File: src/design/assert_macros.svh
// Assertion helpers, sampled on clk and quiet while rst_n is low.
`ifndef ASSERT_MACROS_SVH
`define ASSERT_MACROS_SVH

// property holds in the same cycle
`define ASSERT_ALWAYS(label, prop, msg) \
  label: assert property (@(posedge clk) disable iff (!rst_n) (prop)) else $error(msg);

// antecedent now, consequent in the next cycle
`define ASSERT_NEXT(label, ante, cons, msg) \
  label: assert property (@(posedge clk) disable iff (!rst_n) (ante) |=> (cons)) else $error(msg);

`endif

File: src/design/owsm_pkg.sv
`default_nettype none
package owsm_pkg;

  localparam int COORD_WIDTH     = 16;
  localparam int SPEED_FRAC_BITS = 8;
  localparam int ANGLE_FRAC      = 16;
  localparam int SCALE_SHIFT     = COORD_WIDTH - 1 + ANGLE_FRAC - SPEED_FRAC_BITS;

  localparam int MAX_W   = 8;
  localparam int ROOT_W  = 16;
  localparam int RAD_W   = 32;
  localparam int MAG_W   = 17;
  localparam int SPEED_W = 18;
  localparam int DIR_W   = 2;
  localparam int ANGLE_W = 17;

  localparam int MUL_A_W = 24;
  localparam int MUL_B_W = 17;
  localparam int MUL_W   = MUL_A_W + MUL_B_W;

  localparam int CORDIC_STEPS = 16;
  localparam int STEP_W       = 4;
  localparam int CX_W         = 35;
  localparam int Z_W          = 19;

  localparam logic [ANGLE_W-1:0] ANGLE_ONE     = 17'd65536;
  localparam logic [MAG_W-1:0]   SPEED_MAG_MAX = 17'd131071;
  localparam logic [ROOT_W-1:0]  ROOT_MAX      = 16'd46341;
  localparam logic [MAX_W-1:0]   PWM_FULL_RST  = 8'd100;

  localparam logic [DIR_W-1:0] DIR_ZERO = 2'b00;
  localparam logic [DIR_W-1:0] DIR_POS  = 2'b01;
  localparam logic [DIR_W-1:0] DIR_NEG  = 2'b11;

  // wheel one in element 0
  typedef logic [3:0][DIR_W-1:0] dirs_t;

  localparam dirs_t DIRS_FWD   = {DIR_NEG, DIR_POS, DIR_NEG, DIR_POS};
  localparam dirs_t DIRS_RIGHT = {DIR_NEG, DIR_NEG, DIR_POS, DIR_POS};
  localparam dirs_t DIRS_BACK  = {DIR_POS, DIR_NEG, DIR_POS, DIR_NEG};
  localparam dirs_t DIRS_LEFT  = {DIR_POS, DIR_POS, DIR_NEG, DIR_NEG};
  localparam dirs_t DIRS_ZERO  = {DIR_ZERO, DIR_ZERO, DIR_ZERO, DIR_ZERO};
  localparam dirs_t DIRS_SPIN_L = {DIR_POS, DIR_POS, DIR_POS, DIR_POS};
  localparam dirs_t DIRS_SPIN_R = {DIR_NEG, DIR_NEG, DIR_NEG, DIR_NEG};

  typedef struct packed {
    logic busy;
    logic done;
  } iter_stat_t;

  // atan(2^-i) / 45 deg, 16 fraction bits
  function automatic logic [ANGLE_W-1:0] atan_step(input logic [STEP_W-1:0] i);
    logic [ANGLE_W-1:0] v;
    unique case (i)
      4'd0:  v = 17'd65536;
      4'd1:  v = 17'd38688;
      4'd2:  v = 17'd20442;
      4'd3:  v = 17'd10377;
      4'd4:  v = 17'd5208;
      4'd5:  v = 17'd2607;
      4'd6:  v = 17'd1304;
      4'd7:  v = 17'd652;
      4'd8:  v = 17'd326;
      4'd9:  v = 17'd163;
      4'd10: v = 17'd81;
      4'd11: v = 17'd41;
      4'd12: v = 17'd20;
      4'd13: v = 17'd10;
      4'd14: v = 17'd5;
      4'd15: v = 17'd3;
    endcase
    return v;
  endfunction

  // round half up to SPEED_FRAC_BITS, saturate the magnitude
  function automatic logic [MAG_W-1:0] scale_round(input logic [MUL_W-1:0] p);
    logic [MUL_W:0]             s;
    logic [MUL_W-SCALE_SHIFT:0] q;
    s = {1'b0, p} + ((MUL_W+1)'(1) << (SCALE_SHIFT - 1));
    q = s[MUL_W:SCALE_SHIFT];
    if (q > (MUL_W-SCALE_SHIFT+1)'(SPEED_MAG_MAX)) begin
      return SPEED_MAG_MAX;
    end
    return q[MAG_W-1:0];
  endfunction

endpackage
`default_nettype wire

File: src/design/owsm_mul.sv
`default_nettype none
module owsm_mul import owsm_pkg::*; (
  input  wire logic               clk,
  input  wire logic               go,
  input  wire logic [MUL_A_W-1:0] a,
  input  wire logic [MUL_B_W-1:0] b,
  output logic      [MUL_W-1:0]   prod
);

  logic [MUL_W-1:0] prod_r;

  // product holds until the next issue
  always_ff @(posedge clk) begin
    if (go) begin
      prod_r <= MUL_W'(a) * MUL_W'(b);
    end
  end

  assign prod = prod_r;

endmodule
`default_nettype wire

File: src/design/owsm_sqrt.sv
`default_nettype none
module owsm_sqrt import owsm_pkg::*; (
  input  wire logic              clk,
  input  wire logic              rst_n,
  input  wire logic              start,
  input  wire logic [RAD_W-1:0]  radicand,
  output logic      [ROOT_W-1:0] root,
  output iter_stat_t             stat
);

  localparam int REM_W = ROOT_W + 2;
  localparam int ACC_W = REM_W + 2;

  logic [RAD_W-1:0]  rad_r;
  logic [REM_W-1:0]  rem_r;
  logic [ROOT_W-1:0] q_r;
  logic [STEP_W-1:0] cnt_r;
  logic              busy_r, done_r;

  logic [ACC_W-1:0] acc, trial, diff;
  logic             take;

  // one root bit per cycle, two radicand bits in
  always_comb begin
    acc   = {rem_r, rad_r[RAD_W-1 -: 2]};
    trial = {2'b00, q_r, 2'b01};
    diff  = acc - trial;
    take  = (acc >= trial);
  end

  always_ff @(posedge clk) begin
    if (!rst_n) begin
      busy_r <= 1'b0;
      done_r <= 1'b0;
      cnt_r  <= '0;
    end else if (start) begin
      busy_r <= 1'b1;
      done_r <= 1'b0;
      cnt_r  <= '0;
    end else if (busy_r) begin
      cnt_r <= cnt_r + 1'b1;
      if (cnt_r == STEP_W'(ROOT_W - 1)) begin
        busy_r <= 1'b0;
        done_r <= 1'b1;
      end
    end
  end

  always_ff @(posedge clk) begin
    if (start) begin
      rad_r <= radicand;
      rem_r <= '0;
      q_r   <= '0;
    end else if (busy_r) begin
      rad_r <= {rad_r[RAD_W-3:0], 2'b00};
      rem_r <= take ? diff[REM_W-1:0] : acc[REM_W-1:0];
      q_r   <= {q_r[ROOT_W-2:0], take};
    end
  end

  assign root = q_r;
  assign stat = '{busy: busy_r, done: done_r};

endmodule
`default_nettype wire

File: src/design/owsm_cordic.sv
`default_nettype none
module owsm_cordic import owsm_pkg::*; (
  input  wire logic                   clk,
  input  wire logic                   rst_n,
  input  wire logic                   start,
  input  wire logic [COORD_WIDTH-1:0] major,
  input  wire logic [COORD_WIDTH-1:0] minor,
  output logic      [ANGLE_W-1:0]     angle,
  output iter_stat_t                  stat
);

  logic signed [CX_W-1:0] cx_r, cy_r;
  logic signed [Z_W-1:0]  z_r;
  logic [STEP_W-1:0]      step_r;
  logic                   busy_r, done_r;

  logic signed [CX_W-1:0] dx, dy;
  logic signed [Z_W-1:0]  dz;

  // arithmetic shift gives the floor
  always_comb begin
    dx = cy_r >>> step_r;
    dy = cx_r >>> step_r;
    dz = $signed({2'b00, atan_step(step_r)});
  end

  always_ff @(posedge clk) begin
    if (!rst_n) begin
      busy_r <= 1'b0;
      done_r <= 1'b0;
      step_r <= '0;
    end else if (start) begin
      busy_r <= 1'b1;
      done_r <= 1'b0;
      step_r <= '0;
    end else if (busy_r) begin
      step_r <= step_r + 1'b1;
      if (step_r == STEP_W'(CORDIC_STEPS - 1)) begin
        busy_r <= 1'b0;
        done_r <= 1'b1;
      end
    end
  end

  always_ff @(posedge clk) begin
    if (start) begin
      cx_r <= $signed({(CX_W-COORD_WIDTH-ANGLE_FRAC)'(0), major, ANGLE_FRAC'(0)});
      cy_r <= $signed({(CX_W-COORD_WIDTH-ANGLE_FRAC)'(0), minor, ANGLE_FRAC'(0)});
      z_r  <= '0;
    end else if (busy_r) begin
      if (!cy_r[CX_W-1]) begin
        cx_r <= cx_r + dx;
        cy_r <= cy_r - dy;
        z_r  <= z_r + dz;
      end else begin
        cx_r <= cx_r - dx;
        cy_r <= cy_r + dy;
        z_r  <= z_r - dz;
      end
    end
  end

  // clamp to [0, one]
  always_comb begin
    if (z_r[Z_W-1]) begin
      angle = '0;
    end else if (z_r > $signed({2'b00, ANGLE_ONE})) begin
      angle = ANGLE_ONE;
    end else begin
      angle = z_r[ANGLE_W-1:0];
    end
  end

  assign stat = '{busy: busy_r, done: done_r};

endmodule
`default_nettype wire

File: src/design/omni_wheel_speed_mixer.sv
// Omni-wheel speed mixer. One word on in_ carries a joystick vector
// (move_x, move_y, Q1.15) and the spin flags; one word on out_ returns four
// signed wheel speeds (8 fraction bits) and four directions. Each word
// goes from acceptance to out_tvalid through two squaring passes on the
// shared multiplier, a 16-step square root run alongside a 16-step angle
// CORDIC, then three more multiplier passes for the speed scaling.
// in_tready rises in the same cycle as out_tvalid; a new word is taken
// only after the last has finished. A finished word waits in the output
// register while the next word is taken in; the next word then holds in
// its last step until out_tready frees that register. The full-scale PWM
// speed is written through cfg_we / cfg_wdata and resets to 100.
`default_nettype none
module omni_wheel_speed_mixer import owsm_pkg::*; (
  input  wire logic        clk,
  input  wire logic        rst_n,
  input  wire logic        cfg_we,
  input  wire logic [7:0]  cfg_wdata,   // full-scale PWM speed
  input  wire logic        in_tvalid,
  output logic             in_tready,
  input  wire logic [31:0] in_tdata,    // move_x [15:0], move_y [31:16]
  input  wire logic [1:0]  in_tuser,    // spin_left [0], spin_right [1]
  output logic             out_tvalid,
  input  wire logic        out_tready,
  output logic [79:0]      out_tdata    // speed_one..speed_four [71:0], 18b each,
                                        // dir_one..dir_four [79:72], 2b each
);

  localparam logic [2:0] S_IDLE = 3'd0;
  localparam logic [2:0] S_SQX  = 3'd1;
  localparam logic [2:0] S_SQY  = 3'd2;
  localparam logic [2:0] S_SUM  = 3'd3;
  localparam logic [2:0] S_ROOT = 3'd4;
  localparam logic [2:0] S_FULL = 3'd5;
  localparam logic [2:0] S_RED  = 3'd6;
  localparam logic [2:0] S_FIN  = 3'd7;

  logic [2:0] state_r, state_nxt;

  logic [MAX_W-1:0]       pwm_full_r;
  logic [COORD_WIDTH-1:0] ax_r, ay_r, major_r, minor_r;
  logic                   sl_r, sr_r, red14_r, red23_r;
  dirs_t                  dirs_r, dirs_nxt;
  logic [RAD_W-1:0]       sq_r;
  logic [MUL_A_W-1:0]     mr_r;
  logic [MAG_W-1:0]       full_r;

  logic                            out_valid_r;
  logic [3:0][SPEED_W-1:0]         out_speed_r;
  dirs_t                           out_dirs_r;

  // input decode
  logic signed [COORD_WIDTH-1:0] mx, my;
  logic [COORD_WIDTH-1:0]        ax, ay;
  logic                          xp, xn, yp, yn, x_gt, red14, red23;
  logic                          in_fire, out_fire, fin_load;

  // shared multiplier
  logic               mul_go;
  logic [MUL_A_W-1:0] mul_a;
  logic [MUL_B_W-1:0] mul_b;
  logic [MUL_W-1:0]   prod;

  logic [ROOT_W-1:0]  sq_root;
  logic [ANGLE_W-1:0] angle;
  iter_stat_t         sq_stat, cr_stat;
  logic               units_done;

  logic [MAG_W-1:0]   red_mag, spin_mag;
  logic [3:0][MAG_W-1:0]   mag;
  logic [3:0][SPEED_W-1:0] speed;

  assign in_tready = (state_r == S_IDLE);
  assign in_fire   = in_tvalid && in_tready;
  assign out_fire  = out_valid_r && out_tready;
  assign fin_load  = (state_r == S_FIN) && (!out_valid_r || out_tready);
  assign units_done = sq_stat.done && cr_stat.done;

  always_comb begin
    mx   = $signed(in_tdata[15:0]);
    my   = $signed(in_tdata[31:16]);
    ax   = mx[COORD_WIDTH-1] ? COORD_WIDTH'(-mx) : COORD_WIDTH'(mx);
    ay   = my[COORD_WIDTH-1] ? COORD_WIDTH'(-my) : COORD_WIDTH'(my);
    xn   = mx[COORD_WIDTH-1];
    yn   = my[COORD_WIDTH-1];
    xp   = !xn && (mx != '0);
    yp   = !yn && (my != '0);
    x_gt = (ax > ay);
    red14 = 1'b0;
    red23 = 1'b0;
    dirs_nxt = dirs_r;
    if (xp && yp) begin
      dirs_nxt = (ax < ay) ? DIRS_FWD : DIRS_RIGHT;
      red23 = 1'b1;
    end else if (xp && yn) begin
      dirs_nxt = x_gt ? DIRS_RIGHT : DIRS_BACK;
      red14 = 1'b1;
    end else if (xn && yn) begin
      dirs_nxt = x_gt ? DIRS_LEFT : DIRS_BACK;
      red23 = 1'b1;
    end else if (xn && yp) begin
      dirs_nxt = x_gt ? DIRS_LEFT : DIRS_FWD;
      red14 = 1'b1;
    end else if (yp) begin
      dirs_nxt = DIRS_FWD;
    end else if (yn) begin
      dirs_nxt = DIRS_BACK;
    end else if (xp) begin
      dirs_nxt = DIRS_RIGHT;
    end else if (xn) begin
      dirs_nxt = DIRS_LEFT;
    end
    // a single spin flag overrides the move
    if (in_tuser[0] && !in_tuser[1]) begin
      dirs_nxt = DIRS_SPIN_L;
    end else if (in_tuser[1] && !in_tuser[0]) begin
      dirs_nxt = DIRS_SPIN_R;
    end
  end

  always_comb begin
    state_nxt = state_r;
    unique case (state_r)
      S_IDLE: if (in_fire) state_nxt = S_SQX;
      S_SQX:  state_nxt = S_SQY;
      S_SQY:  state_nxt = S_SUM;
      S_SUM:  state_nxt = S_ROOT;
      S_ROOT: if (units_done) state_nxt = S_FULL;
      S_FULL: state_nxt = S_RED;
      S_RED:  state_nxt = S_FIN;
      S_FIN:  if (fin_load) state_nxt = S_IDLE;
      default: state_nxt = S_IDLE;
    endcase
  end

  always_comb begin
    mul_go = 1'b0;
    mul_a  = '0;
    mul_b  = '0;
    unique case (state_r)
      S_SQX: begin
        mul_go = 1'b1;
        mul_a  = MUL_A_W'(ax_r);
        mul_b  = MUL_B_W'(ax_r);
      end
      S_SQY: begin
        mul_go = 1'b1;
        mul_a  = MUL_A_W'(ay_r);
        mul_b  = MUL_B_W'(ay_r);
      end
      S_ROOT: begin
        mul_go = units_done;
        mul_a  = MUL_A_W'(pwm_full_r);
        mul_b  = MUL_B_W'(sq_root);
      end
      S_FULL: begin
        mul_go = 1'b1;
        mul_a  = prod[MUL_A_W-1:0];
        mul_b  = ANGLE_ONE;
      end
      S_RED: begin
        mul_go = 1'b1;
        mul_a  = mr_r;
        mul_b  = ANGLE_ONE - angle;
      end
      default: begin
        mul_go = 1'b0;
      end
    endcase
  end

  owsm_mul u_mul (
    .clk  (clk),
    .go   (mul_go),
    .a    (mul_a),
    .b    (mul_b),
    .prod (prod)
  );

  owsm_sqrt u_sqrt (
    .clk      (clk),
    .rst_n    (rst_n),
    .start    (state_r == S_SUM),
    .radicand (sq_r + prod[RAD_W-1:0]),
    .root     (sq_root),
    .stat     (sq_stat)
  );

  owsm_cordic u_cordic (
    .clk   (clk),
    .rst_n (rst_n),
    .start (state_r == S_SUM),
    .major (major_r),
    .minor (minor_r),
    .angle (angle),
    .stat  (cr_stat)
  );

  always_comb begin
    red_mag  = scale_round(prod);
    spin_mag = MAG_W'({pwm_full_r, SPEED_FRAC_BITS'(0)});
    for (int k = 0; k < 4; k++) begin
      if (sl_r && sr_r) begin
        mag[k] = '0;
      end else if (sl_r || sr_r) begin
        mag[k] = spin_mag;
      end else if ((red14_r && (k == 0 || k == 3)) || (red23_r && (k == 1 || k == 2))) begin
        mag[k] = red_mag;
      end else begin
        mag[k] = full_r;
      end
      case (dirs_r[k])
        DIR_POS: speed[k] = {1'b0, mag[k]};
        DIR_NEG: speed[k] = SPEED_W'(-{1'b0, mag[k]});
        default: speed[k] = '0;
      endcase
    end
  end

  always_ff @(posedge clk) begin
    if (!rst_n) begin
      state_r     <= S_IDLE;
      pwm_full_r  <= PWM_FULL_RST;
      dirs_r      <= DIRS_ZERO;
      out_valid_r <= 1'b0;
    end else begin
      state_r <= state_nxt;
      if (cfg_we) begin
        pwm_full_r <= cfg_wdata;
      end
      if (in_fire) begin
        dirs_r <= dirs_nxt;
      end
      if (fin_load) begin
        out_valid_r <= 1'b1;
      end else if (out_fire) begin
        out_valid_r <= 1'b0;
      end
    end
  end

  always_ff @(posedge clk) begin
    if (in_fire) begin
      ax_r    <= ax;
      ay_r    <= ay;
      major_r <= (ax >= ay) ? ax : ay;
      minor_r <= (ax >= ay) ? ay : ax;
      sl_r    <= in_tuser[0];
      sr_r    <= in_tuser[1];
      red14_r <= red14;
      red23_r <= red23;
    end
    if (state_r == S_SQY) begin
      sq_r <= prod[RAD_W-1:0];
    end
    if (state_r == S_FULL) begin
      mr_r <= prod[MUL_A_W-1:0];
    end
    if (state_r == S_RED) begin
      full_r <= scale_round(prod);
    end
    if (fin_load) begin
      out_speed_r <= speed;
      out_dirs_r  <= dirs_r;
    end
  end

  assign out_tvalid = out_valid_r;
  assign out_tdata  = {out_dirs_r[3], out_dirs_r[2], out_dirs_r[1], out_dirs_r[0],
                       out_speed_r[3], out_speed_r[2], out_speed_r[1], out_speed_r[0]};

`include "assert_macros.svh"

  `ASSERT_ALWAYS(a_units_idle, (state_r == S_IDLE) |-> (!sq_stat.busy && !cr_stat.busy), "iterative unit busy while mixer idle")
  `ASSERT_NEXT(a_units_start, (state_r == S_SUM), (sq_stat.busy && cr_stat.busy), "units did not start")
  `ASSERT_ALWAYS(a_root_range, sq_stat.done |-> (sq_root <= ROOT_MAX), "vector length out of range")
  `ASSERT_ALWAYS(a_zero_dir, (out_valid_r && (out_dirs_r[0] == DIR_ZERO)) |-> (out_speed_r[0] == '0), "speed without direction")

endmodule
`default_nettype wire
File: config.mk
export PLATFORM = sky130hd
export DESIGN_NAME = omni_wheel_speed_mixer
export DESIGN_NICKNAME = d
export VERILOG_FILES = /design/src/design/owsm_pkg.sv /design/src/design/owsm_mul.sv /design/src/design/owsm_sqrt.sv /design/src/design/owsm_cordic.sv /design/src/design/omni_wheel_speed_mixer.sv
export VERILOG_INCLUDE_DIRS = /design/src /design/src/design
export SDC_FILE = /design/constraint.sdc
export NUM_CORES = 2
export LEC_CHECK = 0
export BUFFER_PORTS_ARGS = -buffer_cell sky130_fd_sc_hd__buf_2
export CORE_ASPECT_RATIO = 1.2
export CORE_UTILIZATION = 65
export CTS_CLUSTER_DIAMETER = 120
export CTS_CLUSTER_SIZE = 28
export DETAILED_ROUTE_END_ITERATION = 12
export GPL_TIMING_DRIVEN = 0
export HOLD_SLACK_MARGIN = 0.1
export PLACE_DENSITY = 0.86
export SLEW_MARGIN = 20
export SYNTH_ARGS = -nofsm -noshare
export SYNTH_HDL_FRONTEND = slang
export SYNTH_SLANG_ARGS = --single-unit
File: constraint.sdc
create_clock -name clk -period 12.3 [get_ports clk]
set_input_delay 1.845 -clock clk [delete_from_list [all_inputs] [get_ports clk]]
set_output_delay 1.845 -clock clk [all_outputs]
set_load 0.05 [all_outputs]
==> results.cfg <==
[yosys]
ys_ff_latch = 460
synth.yosys.warnings = 0
synth_flop_cell = edfxtp_1
synth-async-reset-ratio = 0
ys_seq_area_frac = 0.274
synth.avg_cell_area_sq_um = 9.20
synthCells = 4933
synth-edff-count = 323
netlist_area_sq_um = 45400
ys_types = 91
syn_nets = 5597

[clock_network]
clk_latency_ns = 0.62
cts_setup_buffers = 0
cts_sinks = 460
cts_tree = built
cts.clk_slew.worst_paths_ns = 0.11
hold_buffers = 0
cts-root-buf = clkbuf_16
cts-buffers-inserted = 22
h-tree-depth = 1
clock_path_buffers = 3

[min_path]
hold_end = out_tdata[75]
hold_depth = 0
worstHoldStart = dirs_r[3]
min_path_type = flip-flop to flip-flop

[die]
ios = 129
die_h_microns = 291
fp.dieW_microns = 243
initial_core_util = 0.660
rows = 105
core_area_sq_um = 68700
die-area_sq_um = 70900

[worst_setup_path]
worst_path_most_repeated_cell = fa_1
rrSetupSlack_ns = 0.58
max_stage_delay_ns = 0.57
critPathCaptureType = flip-flop
cpLargestDelayFamily = adder cells
startpoint_type = flip-flop
reg2reg_to = u_mul.prod[40]
cpMaxStageDelayCell = or4b_1
crit_arrival_ns = 12.11
worstPathRequired_ns = 12.69
cp_num_buf_inv = 9
worstPathMaxFanout = 10
crit_type = flip-flop to flip-flop
r2r-start = u_cordic.z_r[2]
ff2ff_path_depth = 39

[sta]
tightest_slew_ns = 1.22
fmax_mhz = 85.3
slew_violations = 0
max_slew_margin = 0.189
setup_viol = 0
skew_ns = 0.0429
rsz0062_at_grt = false
fin_crit_sh = 0.953
fin_ws_ns = 0.580
final-hold-violation-count = 0
layout_min_cycle_time_ns = 11.72

[global_route]
grtUsageTotal = 0.401
grt-ovfl-total = 0
antenna_found_initial = 1
grt_max_degree = 64
grt_pass1_vias = 38800
grt_first_pass_wirelength_microns = 219000

[power]
peakVddDrop_mv = 0.225
powerDensity_nw_per_um2 = 171
leakagePower_nw = 20.6

[place]
dpl_cell_area_sq_um = 47400
dp_hpwl_microns = 113000
port_buffers = 127
gp_congestion = 1.05
dp.cells = 5985
pre_cts_ws_ns = -0.489

[route]
first_pass_iters = 6
vias = 39100
drt_wl_total_microns = 142000
detail-route-antenna-nets = 0
routedWlPerCell_microns = 23.6
drc = 0
drt_iter0_drc = 4025
via_per_inst = 6.49

[flow_run]
maxCapViolCount = 0

[cells_and_area]
syn2layout_area_growth_pct = 6.14
drive_gt1_frac = 0.0733
fill_cells = 5299
final_nets = 5765
fin_util = 0.701
fin_area_sq_um = 48200
instances_no_fill = 6027

[status]
status = finished clean
-- cells by family after synthesis --
| group | share of synthesized area |
|---|---|
| AND/OR/NAND/NOR | 0.154 |
| AO/OA/AOI/OAI | 0.135 |
| buffers and inverters | 0.0644 |
| adder cells (fa/ha/maj) | 0.225 |
| flip-flops | 0.274 |
| XOR/XNOR | 0.0629 |
| multiplexers | 0.0846 |
-- per-stage QoR --
stage	setup TNS, ns	hold WS [ns]	power, mW
after global placement	-7.50	0.417	7.08
after detailed placement	-1.26	0.440	7.20
after global routing	0	0.479	8.79
after floorplan	0	0.406	5.95
after CTS	0	0.467	8.12
final	0	0.466	8.25
-- worst register-to-register path: cells and delay by family (launching register included) --
kind / cells / cell delay, ns
AOI/OAI and AO/OA: 13 / 3.57
adders and majority gates: 8 / 3.74
DFF: 1 / 0.42
and+or+nand+nor: 9 / 2.36
buffers and inverters: 9 / 1.44
-- worst max-delay path by stage --
stage                     from             end  slack (ns)  cells past startpoint
2_1_floorplan  u_cordic.z_r[2]  u_mul.prod[40]        2.34                     38
3_3_place_gp   u_cordic.z_r[2]  u_mul.prod[35]       -1.20                     36
3_5_place_dp   u_cordic.z_r[2]  u_mul.prod[40]       -0.49                     37
4_1_cts        u_cordic.z_r[2]  u_mul.prod[40]        0.13                     39
5_1_grt        u_cordic.z_r[2]  u_mul.prod[40]        0.09                     38
6_report       u_cordic.z_r[2]  u_mul.prod[40]        0.58                     39
-- cell type report --
cell class,count,area (sq um),share of cell area
inverter,531,1990,0.0414
sequential,460,12400,0.258
tap,909,1140,0.0236
timing repair buffer,144,847,0.0176
clock inverter,8,111,0.00231
multi-input combinational,3712,30100,0.625
buffer,230,936,0.0194
clock buffer,32,588,0.0122
antenna,1,2.50,0.0000520
-- routing by layer --
layer | vias to the layer above | GRT usage | part of all wire | wire length (microns)
met3 | 731 | 0.0684 | 0.089 | 12700
met1 | 18800 | 0.457 | 0.34 | 49100
met2 | 2251 | 0.670 | 0.47 | 67200
li1 | 17300 | - | - | -
met4 | 2 | 0.316 | 0.095 | 13500
met5 | - | 0 | 0.00011 | 16
-- registers in the layout, indices dropped and copies added, names as in the netlist, 17 cells and up --
signal,flops
full_r,17
sq_r,32
mr_r,24
u_sqrt.rem_r,18
u_cordic.dz,17
u_cordic.cy_r,35
u_cordic.cx_r,35
u_mul.prod,41
u_sqrt.rad_r,32
out_tdata,77
u_cordic.z_r,19
-- Yosys cell counts, drive strengths merged (23+ instances only) --
library cell,instances,share of area
ha,284,0.078
edfxtp,323,0.21
a21o,80,0.013
a31oi,38,0.0052
buf,55,0.0060
mux2,29,0.0072
o21a,38,0.0063
a21oi,270,0.030
nor2b,46,0.0063
nor3,74,0.0086
o211ai,23,0.0038
nand2b,45,0.0062
o21ai,247,0.027
nand2,620,0.051
a22o,29,0.0056
inv,529,0.044
xor2,119,0.023
dfxtp,137,0.060
o31ai,28,0.0046
and2,85,0.012
xnor2,207,0.040
a211oi,29,0.0049
fa,333,0.15
and3,31,0.0043
mux4,79,0.039
nor2,413,0.034
clkbuf,175,0.014
nand3,67,0.0074
nand4,35,0.0056
mux2i,173,0.038
-- cell usage in the layout (no fill, tap or decap), types with 38 or more instances in the layout --
| master | synthesis | routed |
|---|---|---|
| a21o_1 | 80 | 80 |
| fa_1 | 333 | 333 |
| nor2_1 | 413 | 413 |
| o21a_1 | 38 | 38 |
| a21oi_1 | 269 | 268 |
| xnor2_1 | 207 | 207 |
| inv_1 | 526 | 525 |
| nand2b_1 | 45 | 44 |
| nand3_1 | 67 | 67 |
| nor2b_1 | 46 | 46 |
| ha_1 | 284 | 284 |
| nor3_1 | 70 | 69 |
| dfxtp_1 | 137 | 137 |
| nand2_1 | 620 | 620 |
| buf_2 | 14 | 143 |
| edfxtp_1 | 323 | 323 |
| mux4_2 | 79 | 79 |
| o21ai_0 | 238 | 235 |
| clkbuf_1 | 175 | 181 |
| and2_1 | 84 | 82 |
| xor2_1 | 119 | 119 |
| mux2i_1 | 173 | 173 |
-- report_power, final --
group	internal, mW	switching [mW]	total [mW]
Combinational	2.07	2.98	5.05
Sequential	1.94	0.361	2.30
Clock	0.354	0.548	0.902
Total	4.36	3.89	8.25
-- what timing repair did --
item / in CTS / in global routing
gates resized for setup: 4 / 10
pin swaps: 0 / 0
cloned: 0 / 0
endpoints found under the setup margin: 5 / 6
Note: power is estimated with default switching activity, not from simulation.
